### config.mk
export PLATFORM = sky130hd
export DESIGN_NAME = pip_cell
export DESIGN_NICKNAME = d
export VERILOG_FILES = /design/src/hw/rtl/pip_pkg.sv /design/src/hw/rtl/pip_cell.sv
export SDC_FILE = /design/constraint.sdc
export NUM_CORES = 1
export LEC_CHECK = 0
export BUFFER_PORTS_ARGS = -buffer_cell sky130_fd_sc_hd__buf_2
export CAP_MARGIN = 20
export CELL_PAD_IN_SITES_DETAIL_PLACEMENT = 1
export CELL_PAD_IN_SITES_GLOBAL_PLACEMENT = 1
export CORE_ASPECT_RATIO = 0.7
export CORE_MARGIN = 2
export CORE_UTILIZATION = 31
export CTS_CLUSTER_SIZE = 8
export DETAILED_ROUTE_END_ITERATION = 10
export GPL_TIMING_DRIVEN = 0
export PLACE_DENSITY_LB_ADDON = 0.1
export SYNTH_ARGS = -nofsm -noshare
export SYNTH_HDL_FRONTEND = slang
export SYNTH_SLANG_ARGS = --single-unit
### constraint.sdc
create_clock -name clk -period 2.35 [get_ports clk]
set_input_delay 0 -clock clk [delete_from_list [all_inputs] [get_ports clk]]
set_output_delay 0 -clock clk [all_outputs]
set_load 0.005 [all_outputs]
### src/hw/rtl/pip_pkg.sv
// Shared types and constants for the point-in-polygon crossing-number block.
// No dependencies.
package pip_pkg;

  localparam int MAX_VERTICES_DEF = 256;
  localparam int COORD_BITS_DEF   = 32;
  localparam int PORT_BITS        = 32;
  localparam int EDGE_LAT         = 3;

  localparam logic [1:0] OP_APPEND = 2'd0;
  localparam logic [1:0] OP_QUERY  = 2'd1;
  localparam logic [1:0] OP_CLEAR  = 2'd2;

  typedef enum logic [3:0] {
    ST_IDLE  = 4'b0001,
    ST_ROT   = 4'b0010,
    ST_DRAIN = 4'b0100,
    ST_DONE  = 4'b1000
  } state_t;

  typedef struct packed {
    logic shift;
    logic rotate;
  } cell_ctl_t;

endpackage

### src/hw/rtl/pip_cell.sv
// One vertex cell of the ring chain: shifts toward the tail on append,
// rotates toward the head during a query.
// Depends on pip_pkg.
module pip_cell #(
  parameter int CW = 32
) (
  input  logic                 clk,
  input  pip_pkg::cell_ctl_t   ctl,
  input  logic                 is_last,
  input  logic signed [CW-1:0] left_x,
  input  logic signed [CW-1:0] left_y,
  input  logic signed [CW-1:0] right_x,
  input  logic signed [CW-1:0] right_y,
  input  logic signed [CW-1:0] head_x,
  input  logic signed [CW-1:0] head_y,
  output logic signed [CW-1:0] vx,
  output logic signed [CW-1:0] vy
);
  import pip_pkg::*;

  always_ff @(posedge clk) begin
    if (ctl.shift) begin
      vx <= left_x;
      vy <= left_y;
    end else if (ctl.rotate) begin
      vx <= is_last ? head_x : right_x;
      vy <= is_last ? head_y : right_y;
    end
  end

endmodule

After elaboration in Yosys (flattened, before gate mapping)
Cells that the tools add are included.
Word-level totals
  bits in latches: 0
  RAM bits: 0
  output and inout port bits: 64
  ROM bits: 0
  memories: 0
  bits of input ports: 196
  flip-flop bits (word level): 64
Operators by class
  equal/unequal tests: 0
  multiply operators: 0
  $add $sub $neg: 0
  bitwise gates (word level): 0
  shift-type cells: 0
  mux-type cells: 6
  reductions and logical operators: 1
  magnitude comparators: 0
  divide/modulo/power cells: 0
Operator list (count)
  two-way mux 32 bit: 6
  nonzero test 2 bit: 1

Longest topological paths before layout
Gate-level depths: netlist of the first run.
  depth in word-level cells: 3
  depth in mapped cells: 4

Worst setup path before layout of the first run
OpenSTA, ideal clock, no wires.
  kind: in2reg
  from: input port ctl[1] (netlist bit)
  to: register vx[0] (enable)
  path buffers: 1
  data required time: 1.956 ns
  library setup time: 0.394 ns
  stages: 2
  setup slack: 0.955 ns
  data arrival time: 1.001 ns
  path through: buf_2 > or2_2
On the way
  word-level cells in the longest chain between the ends: 1
Ends and longest elaborated chain
  start: declaration: line pip_cell.sv:8  | input pip_pkg::cell_ctl_t ctl,
  nonzero test 2 bit (no line)
  end signal: assignment: line pip_cell.sv:23  | vx <= left_x;
  end signal: assignment: line pip_cell.sv:26  | vx <= is_last ? head_x : right_x;
  end: declaration: line pip_cell.sv:16  | output logic signed [CW-1:0] vx,
No other way between the ends.
A chain may end at the register's enable or synchronous reset.

Worst setup path in the final report of the first run
  from: input port ctl[1] (netlist bit)
  to: register vx[12] (enable)
The elaborated chain is that of the path after synthesis.

==> metrics.csv, run 1 <==
stage;metric;value;unit
logic_synthesis;synth_top_family_by_area;multiplexers;
sta;tightest_slew;0.9389;ns
critical_path;cp.arrival;1.05;ns
global_route;grt_overflow_total;0;
clock_network;cts_buffer_depth;2;
critical_path;cp_top_family;simple AND/OR/NAND/NOR gates;
place;post-dp-hpwl;8.819;mm
critical_path;slowest_delay;0.75;ns
route;routedWlPerCell;16.83;microns
global_route;grt_util_met1;21.82;%
logic_synthesis;synth_simple_gate_area_share;7.403;%
route;num_vias;3474;
logic_synthesis;synth-compound-area-share;9.620;%
layout;drive_above_1_share;46.66;%
logic_synthesis;synthCells;278;
power;leakage;2.778;nW
logic_synthesis;synthMuxAreaShare;19.24;%
worst_hold_path;hold_start;left_y[5];
critical_path;worstSetupPathType;in -> reg;
clock_network;cts_inserted_buffers;9;
critical_path;end_kind;flop;
status;status;completed;
sta;setup_tns;0;ns
global_route;grt_pass1_vias;3776;
sta;slew_violations;0;
route;drtPass1Iterations;4;
sta;layout_min_cycle_time;1.106;ns
critical_path;startpoint_type;input port;
route;viasPerCell;4.663;
global_route;antenna_found_initial;0;
logic_synthesis;synth_area_leader_cell;edfxtp_1;
floorplanning;start_util;32.03;%
logic_synthesis;synth_area_leaders;edfxtp_1 58%, mux2i_1 19%, o21ai_1 9.0%;
critical_path;cpMaxStageDelayCell;or2_4;
critical_path;critPathMaxFanout;64;
logic_synthesis;synth_top_cell_area_share;57.72;%
route;drc_errors;0;
global_route;top_usage_layer;met2;
floorplanning;die_area;0.01160;sq mm
place;io_buffers;257;
clock_network;h-tree-depth;3;
logic_synthesis;seq_area_frac_synth;57.72;%
critical_path;critPathLaunch;ctl[1];
layout;n_fill_cell;1250;
layout;area_growth;70.01;%
route;drt-total-wl;12.54;mm
power;p_per_area;583.2;mW/mm^2
global_route;grt_max_degree;65;
clock_network;cts_resized;0;
clock_network;cts-hold-fix-buffers;62;
sta;final-hold-violation-count;0;
sta;setup_viol;0;
floorplanning;core-area;0.01040;sq mm
worst_hold_path;hold_path_class;in -> reg;
logic_synthesis;syn_nets;474;
route;antenna_left;0;
critical_path;worstPathCellList;buf_2 -> or2_4;
clock_network;cts-root-buf;clkbuf_16;
clock_network;cts_tree;done;
sta;slew_headroom;37.40;%
logic_synthesis;synth-adder-area-share;0;%
logic_synthesis;synth_area_per_cell;11.98;sq um
critical_path;worstPathRequired;2.30;ns
logic_synthesis;synthXorXnorAreaFrac;0;%
power;ir_drop;0.4060;mV
clock_network;cts.clk_slew.worst_paths;0.05;ns
sta;fin_crit_sh;47.05;%
power;total_power;3.301;mW
job;drv_cap;0;
layout;nets;804;
route;first_iter_violations;141;
sta;fmax;904.4;MHz
critical_path;path_buf_inv;1;
logic_synthesis;ys_warn_count;0;
logic_synthesis;ys_ff_latch;64;
floorplanning;rows;31;
place;gp_congestion;0.7655;
global_route;grt_usage;21.23;%
clock_network;cts_num_sinks;64;
floorplanning;die_h;90.71;microns
sta;rsz0062_at_grt;false;
global_route;grt_pass1_wl;18.99;mm
global_route;grtUsageMet2;39.75;%
clock_network;postCtsSetupBuffers;0;
global_route;use_met3;7.050;%
logic_synthesis;synth_area;0.003329;sq mm
floorplanning;die_width;127.9;microns
logic_synthesis;synth_cell_types;11;
layout;antennaDiodeCount;0;
floorplanning;num_io_pins;260;
## final timing paths
kind / end / cells after the start
setup / recovery: vx[12] / 2
hold / removal: vy[5] / 3
## cell usage after synthesis, drive strengths merged
cell type and count:
buf 15, clkbuf 6, edfxtp 64, mux2i 64, nand2 64, o21ai 64, or2 1
## power breakdown
group          switching (mW)  internal, mW  total [mW]
sequential             0.0292          1.42        1.44
combinational           0.309         0.380       0.688
clock                   0.466         0.702        1.17
total                   0.804          2.50        3.30
## layout make-up
| class | count | area (sq um) | area share, % |
|---|---|---|---|
| Multi-Input combinational cell | 193 | 1210 | 21.37 |
| Tap cell | 132 | 165.2 | 2.918 |
| Clock buffer | 11 | 232.7 | 4.111 |
| Sequential cell | 64 | 1922 | 33.95 |
| Clock inverter | 5 | 23.77 | 0.4200 |
| Buffer | 21 | 200.2 | 3.537 |
| Timing Repair Buffer | 319 | 1907 | 33.69 |
## logic make-up (layout without fill, tap and decap cells)
group / count (synthesis) / count (layout)
AND/OR/NAND/NOR: 65 / 65
flip-flops: 64 / 64
AO/OA/AOI/OAI: 64 / 64
multiplexers: 64 / 64
buffers and inverters: 21 / 356
## metal layers
layer / up-vias / part of all wire [%]
met5: - / 0
met4: 0 / 2.7
met3: 26 / 8.9
met2: 169 / 52
met1: 1605 / 36
li1: 1674 / -
## cell usage in the layout (no fill, tap or decap), drive strengths merged
| cell type | n |
|---|---|
| edfxtp | 64 |
| or2 | 1 |
| nand2 | 64 |
| dlygate4sd3 | 62 |
| o21ai | 64 |
| mux2i | 64 |
| buf | 272 |
| clkbuf | 17 |
| clkinv | 5 |
## flip-flops by register name, summed over array words and instances (netlist names)
signal / count
vy: 32
vx: 32
## tightest hold or removal path: stages
cell and delay (ns):
buf_2 0.08, nand2_1 0.05, o21ai_1 0.09
## through the flow
step | setup slack, ns | instance area, sq um | hold slack (ns) | cells | util, %
after floorplan | 0.9546 | 3329 | 0.1912 | 278 | -
after global placement | 0.4544 | 4781 | 0.2837 | 667 | 45.99
after detailed placement | 0.8835 | 4783 | 0.2924 | 667 | 46.02
after CTS | 1.236 | 5660 | 0.007741 | 745 | 54.45
after global routing | 1.163 | 5660 | 0.02543 | 745 | 54.45
final | 1.244 | 5660 | 0.01532 | 745 | 54.45
(Power assumes the default switching activity.)
==> inputs of run 2 (changes only) <==
--- a/config.mk
+++ b/config.mk
@@ -5,13 +5,14 @@
 export SDC_FILE = /design/constraint.sdc
 export NUM_CORES = 1
 export LEC_CHECK = 0
+export ABC_AREA = 1
 export BUFFER_PORTS_ARGS = -buffer_cell sky130_fd_sc_hd__buf_2
 export CAP_MARGIN = 20
 export CELL_PAD_IN_SITES_DETAIL_PLACEMENT = 1
 export CELL_PAD_IN_SITES_GLOBAL_PLACEMENT = 1
 export CORE_ASPECT_RATIO = 0.7
 export CORE_MARGIN = 2
-export CORE_UTILIZATION = 31
+export CORE_UTILIZATION = 28
 export CTS_CLUSTER_SIZE = 8
 export DETAILED_ROUTE_END_ITERATION = 10
 export GPL_TIMING_DRIVEN = 0
==> constraint.sdc (replaced) <==
create_clock -name clk -period 1.1 [get_ports clk]
set_input_delay 0 -clock clk [delete_from_list [all_inputs] [get_ports clk]]
set_output_delay 0 -clock clk [all_outputs]
set_load 0.005 [all_outputs]
==> run 2 against run 1 <==
Effect of this change: sequential power increased by 110%; die area increased by 28%; via count grew 29%; global-route usage decreased by 0.91 points; worst hold slack gained 0.030 ns; combinational power up 130%; first-iteration DRC count fell by 19%; clock power increased by 140%; core utilization shrank 6.9 points; critical path depth shrank 1; sequential cell count stayed put.
==> metrics.csv, run 2 <==
stage;metric;value;unit
layout;final_cell_mix;271 x buf_2, 256 x nand2_1, 128 x inv_1;
sta;tightest_slew;0.5441;ns
critical_path;worstPathRequired;1.10;ns
logic_synthesis;synth_cell_types;10;
clock_network;cts.clk_slew.worst_paths;0.06;ns
sta;setup_viol;0;
sta;fin_crit_sh;78.42;%
status;status;completed;
global_route;grt_pass1_wl;23.21;mm
logic_synthesis;synth_area_per_cell;7.181;sq um
route;num_vias;4479;
sta;slew_violations;0;
route;viasPerCell;4.202;
critical_path;path_buf_inv;1;
global_route;grt_pass1_vias;4800;
layout;top_regs;vx (32), vy (32);
clock_network;cts_inserted_buffers;9;
floorplanning;num_io_pins;260;
critical_path;cpMaxStageDelayCell;edfxtp_1;
critical_path;startpoint_type;flop;
critical_path;slowest_delay;0.39;ns
logic_synthesis;ys_ff_latch;64;
logic_synthesis;synth_edf_count;64;
route;drc_errors;0;
global_route;antenna_found_initial;0;
floorplanning;die_width;144.8;microns
layout;fin_area;0.006346;sq mm
layout;drive_above_1_share;34.17;%
place;io_buffers;259;
power;leakage;3.729;nW
floorplanning;die_h;102.6;microns
sta;final-hold-violation-count;0;
layout;area_growth;63.35;%
logic_synthesis;synth_area_leader_cell;edfxtp_1;
logic_synthesis;synth_top_cell_area_share;49.47;%
power;p_per_area;1181;mW/mm^2
clock_network;cts_tree;done;
layout;nets;1072;
job;drv_cap;0;
place;gp_congestion;0.7814;
logic_synthesis;synth.top_cells.by_count;256 x nand2_1, 128 x inv_1, 64 x edfxtp_1, 64 x nand3_1, 12 x buf_2;
logic_synthesis;seq_area_frac_synth;49.47;%
global_route;grt_overflow_total;0;
clock_network;h-tree-depth;3;
power;total_power;7.493;mW
floorplanning;start_util;29.09;%
critical_path;cp.arrival;0.86;ns
route;first_iter_violations;114;
route;drt-total-wl;15.13;mm
sta;slew_headroom;63.72;%
logic_synthesis;synthCells;541;
worst_hold_path;hold_path_class;in -> reg;
sta;layout_min_cycle_time;0.8626;ns
clock_network;cts-root-buf;clkbuf_16;
critical_path;cp_top_family;flip-flops;
logic_synthesis;synth_area_leaders;edfxtp_1 49%, nand2_1 25%, inv_1 12%;
logic_synthesis;syn_nets;737;
route;routedWlPerCell;14.19;microns
place;post-dp-hpwl;10.83;mm
critical_path;worstSetupPathType;reg -> out;
logic_synthesis;synth_most_common_cell;nand2_1;
route;drtPass1Iterations;4;
logic_synthesis;ys_warn_count;0;
logic_synthesis;ys_async_sr_fraction;0;%
layout;antennaDiodeCount;0;
global_route;grt_usage;20.32;%
place;placed_cell_area;0.005415;sq mm
critical_path;end_kind;output pin;
floorplanning;core-area;0.01336;sq mm
clock_network;postCtsSetupBuffers;0;
power;ir_drop;0.7183;mV
sta;rsz0062_at_grt;false;
critical_path;worstPathCellList;buf_2;
clock_network;cts_buffer_depth;2;
layout;layout_commonest_cell;buf_2;
clock_network;cts_num_sinks;64;
floorplanning;rows;35;
logic_synthesis;synth_area;0.003885;sq mm
global_route;grt_max_degree;33;
floorplanning;die_area;0.01485;sq mm
route;antenna_left;0;
critical_path;critPathMaxFanout;1;
sta;fmax;1159;MHz
logic_synthesis;synth_ff_type;edfxtp_1;
-- run 2: cell count changes after synthesis, moves of 6 or more --
cell,delta
inv_1,+128
buf_12,-6
o21ai_1,-60
buf_6,+7
mux2i_1,-64
nand3_1,+64
nand2_1,+192
clkbuf_1,-6
-- run 2: kinds of logic (layout without fill, tap and decap cells) --
logic type	Yosys count	after routing	synth area share, %
buf+inv	156	495	17.39
flops	64	64	49.47
simple gates	321	322	33.14
-- run 2: area by class of cell --
class	instances	area, sq um
Multi-Input combinational cell	322	1299
Timing Repair Buffer	323	1937
Clock buffer	12	236.5
Buffer	26	187.7
Tap cell	185	231.5
Clock inverter	4	45.04
Sequential cell	64	1922
Inverter	130	488.0
Fill cell	1742	7010
-- run 2: through the flow --
stage / hold slack (ns) / worst slack, ns / instances / utilization (%) / setup TNS [ns]
floorplan: 0.1817 / 0.04415 / 541 / - / 0
global placement: 0.2696 / -0.4374 / 985 / 40.54 / -27.79
detailed placement: 0.2778 / -0.4326 / 985 / 40.54 / -27.52
CTS: 0.03258 / 0.2234 / 1066 / 47.51 / 0
global route: 0.05329 / 0.1953 / 1066 / 47.51 / 0
finish: 0.04572 / 0.2374 / 1066 / 47.51 / 0
-- run 2: what timing repair did --
action                                 CTS  global route
endpoints found under the hold margin   64             0
resized for setup                        1             0
hold buffers                            64             0
setup endpoints to repair               64             0
-- run 2: final timing paths --
path / from / end / slack [ns] / cells after the start
setup / recovery: vx[13] / vx[13] / 0.24 / 1
hold / removal: right_x[21] / vx[21] / 0.05 / 5
-- run 2: power breakdown --
part	internal, mW	total (mW)	leakage, nW	switching, mW
registers	3.03	3.09	0.657	0.0692
clock network	1.75	2.79	0.140	1.04
logic	0.818	1.61	2.93	0.795
total	5.59	7.49	3.73	1.90
-- run 2: routing by layer --
layer / part of all wire (%) / wire, microns / GRT usage [%]
met1: 40 / 6095 / 23.36
met2: 50 / 7593 / 37.34
met3: 7.7 / 1160 / 5.481
met4: 1.8 / 278 / 5.975
met5: 0 / 0 / 0
